$ cat config.mk
export PLATFORM = sky130hd
export DESIGN_NAME = accel_pedometer_step_detector_top_flat
export DESIGN_NICKNAME = d
export VERILOG_FILES = /design/src/aps_pkg.sv /design/src/aps_in_if.sv /design/src/aps_out_if.sv /design/src/aps_ram.sv /design/src/aps_front.sv /design/src/aps_detect.sv /design/src/accel_pedometer_step_detector_top.sv /design/src/flat_wrapper.sv
export SDC_FILE = /design/constraint.sdc
export NUM_CORES = 2
export LEC_CHECK = 0
export ABC_AREA = 1
export BUFFER_PORTS_ARGS = -buffer_cell sky130_fd_sc_hd__buf_4
export CAP_MARGIN = 20
export CORE_AREA = 2 2 448 450
export CTS_CLUSTER_SIZE = 20
export DETAILED_ROUTE_END_ITERATION = 6
export DIE_AREA = 0 0 450 452
export HOLD_SLACK_MARGIN = 0.03
export PLACE_DENSITY_LB_ADDON = 0.15
export SETUP_SLACK_MARGIN = 0.02
export SYNTH_ARGS = -nofsm -noshare
export SYNTH_HDL_FRONTEND = slang
export SYNTH_SLANG_ARGS = --single-unit
$ cat constraint.sdc
create_clock -name clk_i -period 11.3 [get_ports clk_i]
set_input_delay 0.565 -clock clk_i [delete_from_list [all_inputs] [get_ports clk_i]]
set_output_delay 0.565 -clock clk_i [all_outputs]
set_load 0.01 [all_outputs]
$ cat src/aps_pkg.sv
package aps_pkg;

  // Field widths
  localparam int unsigned RAW_W    = 16;
  localparam int unsigned MG_W     = 12;
  localparam int unsigned TIME_W   = 32;
  localparam int unsigned COUNT_W  = 32;
  localparam int unsigned AXIS_W   = 2;
  localparam int unsigned N_AXES   = 3;

  // Milli-g conversion: |raw * 1000 - bias * 2^14| >> 14, saturated
  localparam int unsigned MG_PER_G  = 1000;
  localparam int unsigned FRAC_BITS = 14;
  localparam int unsigned MG_NUM_W  = 28;
  localparam int unsigned MG_MAX    = (1 << MG_W) - 1;

  localparam int unsigned AVG_DEPTH_DEF = 20;

  // Configuration port
  localparam int unsigned CFG_IDX_W  = 3;
  localparam int unsigned CFG_DATA_W = 32;

  localparam logic [MG_W-1:0]   STEP_PRECISION_RST = MG_W'(200);
  localparam logic [TIME_W-1:0] WINDOW_INTERVAL_RST = TIME_W'(500000);

  typedef enum logic [CFG_IDX_W-1:0] {
    REG_STEP_PRECISION = 3'd0,
    REG_WINDOW_INTERVAL = 3'd1,
    REG_BIAS_X = 3'd2,
    REG_BIAS_Y = 3'd3,
    REG_BIAS_Z = 3'd4
  } aps_reg_e;

  typedef enum logic [AXIS_W-1:0] {
    AXIS_X = 2'd0,
    AXIS_Y = 2'd1,
    AXIS_Z = 2'd2
  } aps_axis_e;

  typedef struct packed {
    logic [MG_W-1:0]               step_precision;
    logic [TIME_W-1:0]             window_interval_us;
    logic [N_AXES-1:0][MG_W-1:0]   bias_mg;
  } cfg_t;

  typedef struct packed {
    logic [N_AXES-1:0][RAW_W-1:0]  raw;
    logic [TIME_W-1:0]             time_us;
  } sample_t;

  typedef struct packed {
    logic                          valid;
    logic [N_AXES-1:0][MG_W-1:0]   avg;
    logic [TIME_W-1:0]             time_us;
  } avg_beat_t;

  typedef struct packed {
    logic                          valid;
    logic [COUNT_W-1:0]            steps_total;
    logic                          step_seen;
    aps_axis_e                     axis_in_use;
  } result_t;

endpackage

$ cat src/aps_in_if.sv
interface aps_in_if;
  logic                                   valid;
  logic                                   ready;
  logic signed [aps_pkg::RAW_W-1:0]       raw_x;
  logic signed [aps_pkg::RAW_W-1:0]       raw_y;
  logic signed [aps_pkg::RAW_W-1:0]       raw_z;
  logic [aps_pkg::TIME_W-1:0]             time_us;

  modport source (output valid, output raw_x, output raw_y, output raw_z, output time_us,
                  input ready);
  modport sink (input valid, input raw_x, input raw_y, input raw_z, input time_us,
                output ready);
endinterface

$ cat src/aps_out_if.sv
interface aps_out_if;
  logic                                   valid;
  logic                                   ready;
  logic [aps_pkg::COUNT_W-1:0]            steps_total;
  logic                                   step_seen;
  logic [aps_pkg::AXIS_W-1:0]             axis_in_use;

  modport source (output valid, output steps_total, output step_seen, output axis_in_use,
                  input ready);
  modport sink (input valid, input steps_total, input step_seen, input axis_in_use,
                output ready);
endinterface

$ cat src/aps_ram.sv
module aps_ram #(
  parameter int unsigned WIDTH = 8,
  parameter int unsigned DEPTH = 16,
  localparam int unsigned AW = (DEPTH > 1) ? $clog2(DEPTH) : 1
) (
  input  logic             clk_i,
  input  logic             we_i,
  input  logic [AW-1:0]    waddr_i,
  input  logic [WIDTH-1:0] wdata_i,
  input  logic             re_i,
  input  logic [AW-1:0]    raddr_i,
  output logic [WIDTH-1:0] rdata_o
);

  logic [WIDTH-1:0] mem_q [DEPTH];
  logic [WIDTH-1:0] rdata_q;

  always_ff @(posedge clk_i) begin
    if (we_i) begin
      mem_q[waddr_i] <= wdata_i;
    end
    if (re_i) begin
      rdata_q <= mem_q[raddr_i];
    end
  end

  assign rdata_o = rdata_q;

endmodule

$ cat src/aps_front.sv
module aps_front #(
  parameter int unsigned AVG_DEPTH = aps_pkg::AVG_DEPTH_DEF
) (
  input  logic                clk_i,
  input  logic                rst_ni,
  input  logic                advance_i,
  input  logic                accept_i,
  input  aps_pkg::sample_t    sample_i,
  input  aps_pkg::cfg_t       cfg_i,
  output aps_pkg::avg_beat_t  avg_o
);

  localparam int unsigned SLOT_W  = (AVG_DEPTH > 1) ? $clog2(AVG_DEPTH) : 1;
  localparam int unsigned SUM_W   = aps_pkg::MG_W + $clog2(AVG_DEPTH);
  localparam int unsigned SHIFT   = SUM_W + $clog2(AVG_DEPTH);
  localparam int unsigned RECIP_W = SUM_W + 1;
  localparam longint unsigned RECIP =
    ((64'd1 << SHIFT) + longint'(AVG_DEPTH) - 64'd1) / longint'(AVG_DEPTH);
  localparam int unsigned PROD_W  = SUM_W + RECIP_W;
  localparam int unsigned ROW_W   = aps_pkg::N_AXES * aps_pkg::MG_W;
  localparam int unsigned NUM_W   = aps_pkg::MG_NUM_W;

  function automatic logic [aps_pkg::MG_W-1:0] to_mg(
    input logic [aps_pkg::RAW_W-1:0] raw,
    input logic [aps_pkg::MG_W-1:0]  bias
  );
    logic signed [NUM_W-1:0] num;
    logic [NUM_W-1:0]        mag;
    logic [NUM_W-1:0]        whole;
    num = (NUM_W'(signed'(raw)) * NUM_W'(signed'(aps_pkg::MG_PER_G)))
          - (NUM_W'(signed'(bias)) <<< aps_pkg::FRAC_BITS);
    mag = num[NUM_W-1] ? NUM_W'(-num) : NUM_W'(num);
    whole = mag >> aps_pkg::FRAC_BITS;
    if (whole > NUM_W'(aps_pkg::MG_MAX)) begin
      return aps_pkg::MG_W'(aps_pkg::MG_MAX);
    end
    return whole[aps_pkg::MG_W-1:0];
  endfunction

  // Read side of the history ring
  logic [SLOT_W-1:0] rd_slot_q;
  logic              fill_q;

  // Stage A: captured sample, history read in flight
  logic              a_valid_q;
  aps_pkg::sample_t  a_sample_q;
  logic [SLOT_W-1:0] a_slot_q;
  logic              a_fill_q;

  // Stage B: running sums
  logic                                 b_valid_q;
  logic [aps_pkg::TIME_W-1:0]           b_time_q;
  logic [aps_pkg::N_AXES-1:0][SUM_W-1:0] sums_q;
  logic [aps_pkg::N_AXES-1:0][SUM_W-1:0] sums_d;

  // Stage C: averages
  logic                                        c_valid_q;
  logic [aps_pkg::TIME_W-1:0]                  c_time_q;
  logic [aps_pkg::N_AXES-1:0][aps_pkg::MG_W-1:0] c_avg_q;
  logic [aps_pkg::N_AXES-1:0][aps_pkg::MG_W-1:0] avg_d;

  logic [ROW_W-1:0]                              hist_rd;
  logic [aps_pkg::N_AXES-1:0][aps_pkg::MG_W-1:0] mg;
  logic [aps_pkg::N_AXES-1:0][aps_pkg::MG_W-1:0] old;
  logic                                          a_fire;

  assign a_fire = advance_i && a_valid_q;

  aps_ram #(
    .WIDTH (ROW_W),
    .DEPTH (AVG_DEPTH)
  ) u_hist (
    .clk_i   (clk_i),
    .we_i    (a_fire),
    .waddr_i (a_slot_q),
    .wdata_i (mg),
    .re_i    (accept_i),
    .raddr_i (rd_slot_q),
    .rdata_o (hist_rd)
  );

  always_comb begin
    for (int a = 0; a < aps_pkg::N_AXES; a++) begin
      mg[a]     = to_mg(a_sample_q.raw[a], cfg_i.bias_mg[a]);
      // entries not yet written on the first pass read as zero
      old[a]    = a_fill_q ? hist_rd[a*aps_pkg::MG_W +: aps_pkg::MG_W] : '0;
      sums_d[a] = sums_q[a] - SUM_W'(old[a]) + SUM_W'(mg[a]);
    end
  end

  // Divide by the window depth as a multiply by a rounded-up reciprocal
  always_comb begin
    logic [PROD_W-1:0] prod;
    for (int a = 0; a < aps_pkg::N_AXES; a++) begin
      prod     = PROD_W'(sums_q[a]) * PROD_W'(RECIP_W'(RECIP));
      avg_d[a] = prod[SHIFT +: aps_pkg::MG_W];
    end
  end

  always_ff @(posedge clk_i or negedge rst_ni) begin
    if (!rst_ni) begin
      rd_slot_q <= '0;
      fill_q    <= 1'b0;
      a_valid_q <= 1'b0;
      b_valid_q <= 1'b0;
      c_valid_q <= 1'b0;
      sums_q    <= '0;
    end else begin
      if (accept_i) begin
        if (rd_slot_q == SLOT_W'(AVG_DEPTH - 1)) begin
          rd_slot_q <= '0;
          fill_q    <= 1'b1;
        end else begin
          rd_slot_q <= rd_slot_q + SLOT_W'(1);
        end
      end
      if (advance_i) begin
        a_valid_q <= accept_i;
        b_valid_q <= a_valid_q;
        c_valid_q <= b_valid_q;
      end
      if (a_fire) begin
        sums_q <= sums_d;
      end
    end
  end

  always_ff @(posedge clk_i) begin
    if (accept_i) begin
      a_sample_q <= sample_i;
      a_slot_q   <= rd_slot_q;
      a_fill_q   <= fill_q;
    end
    if (a_fire) begin
      b_time_q <= a_sample_q.time_us;
    end
    if (advance_i && b_valid_q) begin
      c_time_q <= b_time_q;
      c_avg_q  <= avg_d;
    end
  end

  assign avg_o.valid   = c_valid_q;
  assign avg_o.avg     = c_avg_q;
  assign avg_o.time_us = c_time_q;

endmodule

$ cat src/aps_detect.sv
module aps_detect (
  input  logic                clk_i,
  input  logic                rst_ni,
  input  logic                advance_i,
  input  aps_pkg::avg_beat_t  avg_i,
  input  aps_pkg::cfg_t       cfg_i,
  output aps_pkg::result_t    result_o
);

  localparam int unsigned MG_W = aps_pkg::MG_W;

  logic [aps_pkg::N_AXES-1:0][MG_W-1:0] low_q, low_d;
  logic [aps_pkg::N_AXES-1:0][MG_W-1:0] high_q, high_d;
  logic [aps_pkg::N_AXES-1:0][MG_W-1:0] thr_q, thr_d;
  logic [aps_pkg::N_AXES-1:0][MG_W-1:0] swing;
  aps_pkg::aps_axis_e                   axis_q, axis_d, pick;
  logic [MG_W-1:0]                      level_q, level_d;
  logic [aps_pkg::TIME_W-1:0]           last_time_q, last_time_d;
  logic [aps_pkg::COUNT_W-1:0]          steps_q, steps_d;
  logic                                 valid_q;
  logic                                 seen_q, seen_d;

  logic                                 boundary;
  logic [MG_W-1:0]                      prev, cur, delta, thr_sel;
  logic                                 moved;
  logic                                 fire;

  assign fire = advance_i && avg_i.valid;
  assign boundary = (avg_i.time_us - last_time_q) >= cfg_i.window_interval_us;

  always_comb begin
    for (int a = 0; a < aps_pkg::N_AXES; a++) begin
      swing[a] = high_q[a] - low_q[a];
      if (boundary) begin
        thr_d[a]  = MG_W'(({1'b0, low_q[a]} + {1'b0, high_q[a]}) >> 1);
        low_d[a]  = avg_i.avg[a];
        high_d[a] = avg_i.avg[a];
      end else begin
        thr_d[a]  = thr_q[a];
        low_d[a]  = (low_q[a] > avg_i.avg[a]) ? avg_i.avg[a] : low_q[a];
        high_d[a] = (high_q[a] < avg_i.avg[a]) ? avg_i.avg[a] : high_q[a];
      end
    end

    // widest swing wins, ties to x then y
    if (swing[0] >= swing[1] && swing[0] >= swing[2]) begin
      pick = aps_pkg::AXIS_X;
    end else if (swing[1] >= swing[2]) begin
      pick = aps_pkg::AXIS_Y;
    end else begin
      pick = aps_pkg::AXIS_Z;
    end

    axis_d      = boundary ? pick : axis_q;
    last_time_d = boundary ? avg_i.time_us : last_time_q;
    // a change of axis restarts the accepted level on the new axis
    prev        = (boundary && pick != axis_q) ? avg_i.avg[pick] : level_q;
    cur         = avg_i.avg[axis_d];
    thr_sel     = thr_d[axis_d];
    delta       = (cur >= prev) ? (cur - prev) : (prev - cur);
    moved       = delta > cfg_i.step_precision;
    level_d     = moved ? cur : prev;
    seen_d      = moved && (prev > thr_sel) && (cur < thr_sel);
    steps_d     = steps_q + aps_pkg::COUNT_W'(seen_d);
  end

  always_ff @(posedge clk_i or negedge rst_ni) begin
    if (!rst_ni) begin
      low_q       <= '0;
      high_q      <= '0;
      thr_q       <= '0;
      axis_q      <= aps_pkg::AXIS_X;
      level_q     <= '0;
      last_time_q <= '0;
      steps_q     <= '0;
      valid_q     <= 1'b0;
      seen_q      <= 1'b0;
    end else begin
      if (advance_i) begin
        valid_q <= avg_i.valid;
      end
      if (fire) begin
        low_q       <= low_d;
        high_q      <= high_d;
        thr_q       <= thr_d;
        axis_q      <= axis_d;
        level_q     <= level_d;
        last_time_q <= last_time_d;
        steps_q     <= steps_d;
        seen_q      <= seen_d;
      end
    end
  end

  assign result_o.valid       = valid_q;
  assign result_o.steps_total = steps_q;
  assign result_o.step_seen   = seen_q;
  assign result_o.axis_in_use = axis_q;

endmodule

$ cat src/accel_pedometer_step_detector_top.sv
// Path: an accepted sample passes stages A, B and C, then the stage D result register.
// Throughput: one sample beat per cycle; the four-stage pipeline moves as one and holds
//   only while a finished result waits on the output.
// Reset: rst_ni asynchronous, active low; clears all detector state, sums, ring position
//   and registers to their defaults. History entries read as zero until first written.
module accel_pedometer_step_detector_top #(
  parameter int unsigned AVG_DEPTH = aps_pkg::AVG_DEPTH_DEF
) (
  input  logic                              clk_i,
  input  logic                              rst_ni,
  aps_in_if.sink                            sample_i,
  aps_out_if.source                         result_o,
  input  logic                              cfg_we_i,
  input  logic [aps_pkg::CFG_IDX_W-1:0]     cfg_idx_i,
  input  logic [aps_pkg::CFG_DATA_W-1:0]    cfg_wdata_i
);

  // Pipeline outline
  //   stage A: sample captured, history entry for this ring slot read from RAM
  //   stage B: milli-g conversion per axis, running sum update, history write-back
  //   stage C: moving average via reciprocal multiply
  //   stage D: window marks, thresholds, axis choice, step decision, result register

  aps_pkg::cfg_t       cfg_q;
  aps_pkg::sample_t    sample;
  aps_pkg::avg_beat_t  avg_beat;
  aps_pkg::result_t    result;
  logic                advance;
  logic                accept;

  // Advance the whole pipeline whenever the result register is free or being drained
  assign advance        = !result.valid || result_o.ready;
  assign sample_i.ready = advance;
  assign accept         = sample_i.valid && advance;

  assign sample.raw[0]  = sample_i.raw_x;
  assign sample.raw[1]  = sample_i.raw_y;
  assign sample.raw[2]  = sample_i.raw_z;
  assign sample.time_us = sample_i.time_us;

  // Configuration registers; writes to unused indexes are dropped
  always_ff @(posedge clk_i or negedge rst_ni) begin
    if (!rst_ni) begin
      cfg_q.step_precision     <= aps_pkg::STEP_PRECISION_RST;
      cfg_q.window_interval_us <= aps_pkg::WINDOW_INTERVAL_RST;
      cfg_q.bias_mg            <= '0;
    end else if (cfg_we_i) begin
      case (cfg_idx_i)
        aps_pkg::REG_STEP_PRECISION: begin
          cfg_q.step_precision <= cfg_wdata_i[aps_pkg::MG_W-1:0];
        end
        aps_pkg::REG_WINDOW_INTERVAL: begin
          cfg_q.window_interval_us <= cfg_wdata_i[aps_pkg::TIME_W-1:0];
        end
        aps_pkg::REG_BIAS_X: begin
          cfg_q.bias_mg[0] <= cfg_wdata_i[aps_pkg::MG_W-1:0];
        end
        aps_pkg::REG_BIAS_Y: begin
          cfg_q.bias_mg[1] <= cfg_wdata_i[aps_pkg::MG_W-1:0];
        end
        aps_pkg::REG_BIAS_Z: begin
          cfg_q.bias_mg[2] <= cfg_wdata_i[aps_pkg::MG_W-1:0];
        end
        default: begin
        end
      endcase
    end
  end

  // Stages A to C: conversion, ring of past values, running sums, averages
  aps_front #(
    .AVG_DEPTH (AVG_DEPTH)
  ) u_front (
    .clk_i     (clk_i),
    .rst_ni    (rst_ni),
    .advance_i (advance),
    .accept_i  (accept),
    .sample_i  (sample),
    .cfg_i     (cfg_q),
    .avg_o     (avg_beat)
  );

  // Stage D: dynamic threshold and step counting
  aps_detect u_detect (
    .clk_i     (clk_i),
    .rst_ni    (rst_ni),
    .advance_i (advance),
    .avg_i     (avg_beat),
    .cfg_i     (cfg_q),
    .result_o  (result)
  );

  // Result beat straight from the stage D registers
  assign result_o.valid       = result.valid;
  assign result_o.steps_total = result.steps_total;
  assign result_o.step_seen   = result.step_seen;
  assign result_o.axis_in_use = result.axis_in_use;

endmodule

$ cat src/flat_wrapper.sv
// flat-port wrapper written by rule: the top's interface ports become plain ports
module accel_pedometer_step_detector_top_flat 
#(
  parameter int unsigned AVG_DEPTH = aps_pkg::AVG_DEPTH_DEF
)
  (clk_i, rst_ni, cfg_we_i, cfg_idx_i, cfg_wdata_i, sample_i_valid, sample_i_raw_x, sample_i_raw_y, sample_i_raw_z, sample_i_time_us, sample_i_ready, result_o_valid, result_o_steps_total, result_o_step_seen, result_o_axis_in_use, result_o_ready);
  aps_in_if sample_i_i ();
  aps_out_if result_o_i ();
  input  logic clk_i;
  input  logic rst_ni;
  input  logic cfg_we_i;
  input  logic [aps_pkg::CFG_IDX_W-1:0] cfg_idx_i;
  input  logic [aps_pkg::CFG_DATA_W-1:0] cfg_wdata_i;
  input wire logic [$bits(sample_i_i.valid)-1:0] sample_i_valid;
  input wire logic [$bits(sample_i_i.raw_x)-1:0] sample_i_raw_x;
  input wire logic [$bits(sample_i_i.raw_y)-1:0] sample_i_raw_y;
  input wire logic [$bits(sample_i_i.raw_z)-1:0] sample_i_raw_z;
  input wire logic [$bits(sample_i_i.time_us)-1:0] sample_i_time_us;
  output wire logic [$bits(sample_i_i.ready)-1:0] sample_i_ready;
  output wire logic [$bits(result_o_i.valid)-1:0] result_o_valid;
  output wire logic [$bits(result_o_i.steps_total)-1:0] result_o_steps_total;
  output wire logic [$bits(result_o_i.step_seen)-1:0] result_o_step_seen;
  output wire logic [$bits(result_o_i.axis_in_use)-1:0] result_o_axis_in_use;
  input wire logic [$bits(result_o_i.ready)-1:0] result_o_ready;
  assign sample_i_i.valid = sample_i_valid;
  assign sample_i_i.raw_x = sample_i_raw_x;
  assign sample_i_i.raw_y = sample_i_raw_y;
  assign sample_i_i.raw_z = sample_i_raw_z;
  assign sample_i_i.time_us = sample_i_time_us;
  assign sample_i_ready = sample_i_i.ready;
  assign result_o_valid = result_o_i.valid;
  assign result_o_steps_total = result_o_i.steps_total;
  assign result_o_step_seen = result_o_i.step_seen;
  assign result_o_axis_in_use = result_o_i.axis_in_use;
  assign result_o_i.ready = result_o_ready;
  accel_pedometer_step_detector_top #(.AVG_DEPTH(AVG_DEPTH)) u_core (.clk_i(clk_i), .rst_ni(rst_ni), .sample_i(sample_i_i), .result_o(result_o_i), .cfg_we_i(cfg_we_i), .cfg_idx_i(cfg_idx_i), .cfg_wdata_i(cfg_wdata_i));
endmodule
==> key figures <==
Synth
  – Post-synthesis cell area: 0.08711 mm²
  – Net Count, Synth: just over 10000
  – Mapped Avg Cell Area: around 9.9 µm²
  – FFs w/ async S/R, synth: 25.83%
  – Ys Warns: 0
  – Yosys reg bits: approximately 1300
  – Syn Inst Count: 8827
  – Sequential share of the synthesized area: 41.91%
  – Library cells used by synthesis: 70
  – Primary FF master, synth: edfxtp_1
  – EDFF count, synth: between 900 and 1000

Critical path
  – Critical-path maximum fanout: 13
  – Critical-path top delay cell: fa_1
  – Register-to-Register Path Depth: 50
  – Endpoint type of the worst setup path: register
  – Worst EP required: 12.00 ns
  – Arrival time worst endpoint: 11.04 ns
  – Worst Setup Start Kind: register
  – WS Path Type: reg -> reg
  – Crit-path max cell delay: 0.54 ns

STA
  – Post-route setup TNS: 0 ns
  – Setup-failing EPs final: 0
  – Fin. Hold Viols: 0
  – Setup skew after layout: between 0.05 and 0.06 ns
  – Slew HR: between 20% and 30%
  – Worst-margin pin slew: 1.111 ns
  – Final Cycle Share: approximately nine tenths
  – Fmax: just under 0.1 GHz
  – Post-route minimum period: 10.34 ns
  – Slew Limit Fails: 0
  – RSZ-0062 raised after global routing: false

Layout
  – Share of layout cells above drive strength 1: 6.473%
  – Nets: 10640
  – Fill count: 18580
  – Multi-input logic area: 0.04375 mm²
  – Area Overhead vs Synth: 11.73%
  – Register area: 0.03652 mm²

Floorplanning
  – Rows: 164
  – IO Pins: 157
  – Starting Density: 43.86%
  – Die width: roughly 450 µm
  – Die H: 452 µm
  – Die area: just over 0.2 mm²
  – Core Region: 0.1986 mm²

Clocking
  – Clk slew on worst S/H paths: 0.06 ns
  – Clk_lat worst skew: 0.80 ns
  – CTS tree: done
  – Clk sinks: 1270
  – H-tree depth: 4
  – Clock buffer count from CTS: between 100 and 150
  – Max Root-Sink Buffers: 3
  – Root Driver: clkbuf_16

Drt
  – Initial DRC count: 4498
  – DRC: 0
  – ANT nets after route: 0
  – DRT Pass-1 Iters: 6
  – DR vias: roughly 60000
  – Total wire length: 229300 µm
  – DR WL/cell: 19.35 µm
  – Mean number of vias per cell: approximately 5.2

GRT
  – GRT Total Usage: 22.54%
  – Initial antenna violation count: 6
  – Largest net degree at the start of global routing: about 180
  – First-pass GRT wire length: 358800 µm
  – GRT overflow: 0
  – Vias in the first global route: between 60000 and 70000

Run status
  – Status: finished, final reports clean

Place
  – GPL Wtd Cong: 0.9239
  – Input/output buffers: 156
  – Dpl hpwl: roughly 160000 µm

Min path
  – Hold Path Class: in -> async

Flow run
  – Maxcap violations: 0
-- cells by family after synthesis --
| group | share of synthesized area [%] |
|---|---|
| AO/OA/AOI/OAI | 11.31 |
| XOR/XNOR | 3.345 |
| adder cells (fa/ha/maj) | 24.97 |
| buffers and inverters | 8.233 |
| flip-flops | 41.91 |
| AND/OR/NAND/NOR | 10.23 |
-- worst paths after layout --
path                                                      endpoint                                    start  slack, ns
setup / recovery             u_core.u_front.sums_q[50]$_DFFE_PN0P_  u_core.u_front.a_sample_q[71]$_DFFE_PP_       0.96
hold / removal                u_core.u_detect.low_q[2]$_DFFE_PN0P_                                   rst_ni       0.35
setup reg to reg             u_core.u_front.sums_q[50]$_DFFE_PN0P_  u_core.u_front.a_sample_q[71]$_DFFE_PP_       0.96
hold reg to reg              u_core.u_front.c_time_q[25]$_DFFE_PP_    u_core.u_front.b_time_q[25]$_DFFE_PP_       0.42
max in group asynchronous  u_core.u_front.rd_slot_q[0]$_DFFE_PN0P_                                   rst_ni       8.75
min in group clk_i           u_core.u_front.c_time_q[25]$_DFFE_PP_    u_core.u_front.b_time_q[25]$_DFFE_PP_       0.42
-- critical path, delay by kind of cell, from the launching register on --
kind / cells / cell delay, ns
adder cells (fa/ha/maj): 8 / 3.59
AND/OR/NAND/NOR: 16 / 1.91
AO/OA/AOI/OAI: 16 / 3.07
XOR/XNOR: 4 / 0.69
flip-flops: 1 / 0.49
buffers and inverters: 6 / 0.50
-- state kept, by name (all words and copies together), names as in the netlist, 36 cells and up --
name                           cells
u_core.cfg_q                      80
u_core.u_detect.low_q             36
u_core.u_detect.thr_q             36
u_core.u_front.sums_q             51
u_core.u_detect.high_q            36
u_core.u_front.u_hist.mem_q      720
u_core.u_front.u_hist.rdata_o     36
u_core.u_front.avg_o              36
u_core.u_front.a_sample_q         80
-- routing by layer --
| metal | up-vias | global-route usage (%) | wire (µm) |
|---|---|---|---|
| met5 | - | 0 | 27 |
| met4 | 4 | 6.449 | 6225 |
| met3 | 325 | 2.738 | 10760 |
| met2 | 1426 | 37.43 | 107700 |
| met1 | 30000 | 31.05 | 104600 |
| li1 | 29930 | - | - |
-- placed cells by master (no fill, tap or decap), types with 101 or more instances in the layout --
cell type / netlist / layout
inv_1: 1643 / 1639
nand2_1: 1080 / 1078
ha_1: 961 / 960
edfxtp_1: 942 / 942
o21ai_0: 811 / 804
nor2_1: 664 / 636
fa_1: 486 / 486
a21oi_1: 416 / 414
dfrtp_1: 318 / 314
xor2_1: 256 / 256
buf_4: 4 / 230
o22ai_1: 203 / 203
nand3_1: 164 / 161
clkbuf_16: 0 / 148
dlygate4sd3_1: 0 / 101
-- stage by stage --
step	cells	util, %	hold slack [ns]	area, µm²	setup WS [ns]
finish	11850	49.00	0.3513	97330	0.9599
global route	11850	49.00	0.3744	97320	0.02137
CTS	11840	48.89	0.3236	97110	0.3324
detailed placement	11480	46.03	0.4059	91430	0.3750
global placement	11480	46.03	0.4023	91430	0.5570
floorplan	8827	-	0.2694	87110	2.383
-- area by class of cell --
cell class              instances  area share, %
repair buffers                337          2.911
clock buffers                 185          3.969
inverters                    1651          6.392
repair inverters                1       0.005142
clock inverters                79         0.8305
well taps                    2656          3.414
multi-input cells            5669          44.95
flip-flops and latches       1270          37.52
diodes                          2       0.005142
-- Yosys cell counts, types with 164 or more instances --
library cell  number  area, µm²
a21oi_1          416       2082
ha_1             961      12020
dfrtp_1          318       7958
clkbuf_1         198      743.2
xor2_1           256       2242
fa_1             486       9729
edfxtp_1         942      28290
nor2_1           664       2492
inv_1           1643       6167
nand3_1          164      820.8
o22ai_1          203       1270
o21ai_0          811       4059
nand2_1         1080       4054
-- what timing repair did --
| action | CTS | global route |
|---|---|---|
| endpoints found under the setup margin | 0 | 27 |
| setup buffers | 0 | 3 |
| hold buffers | 101 | 0 |
| endpoints found under the hold margin | 172 | 0 |
| resized for setup | 0 | 38 |
Power is not shown: default switching activity piles up to over one toggle a cycle in this logic, so the estimate is an artifact.
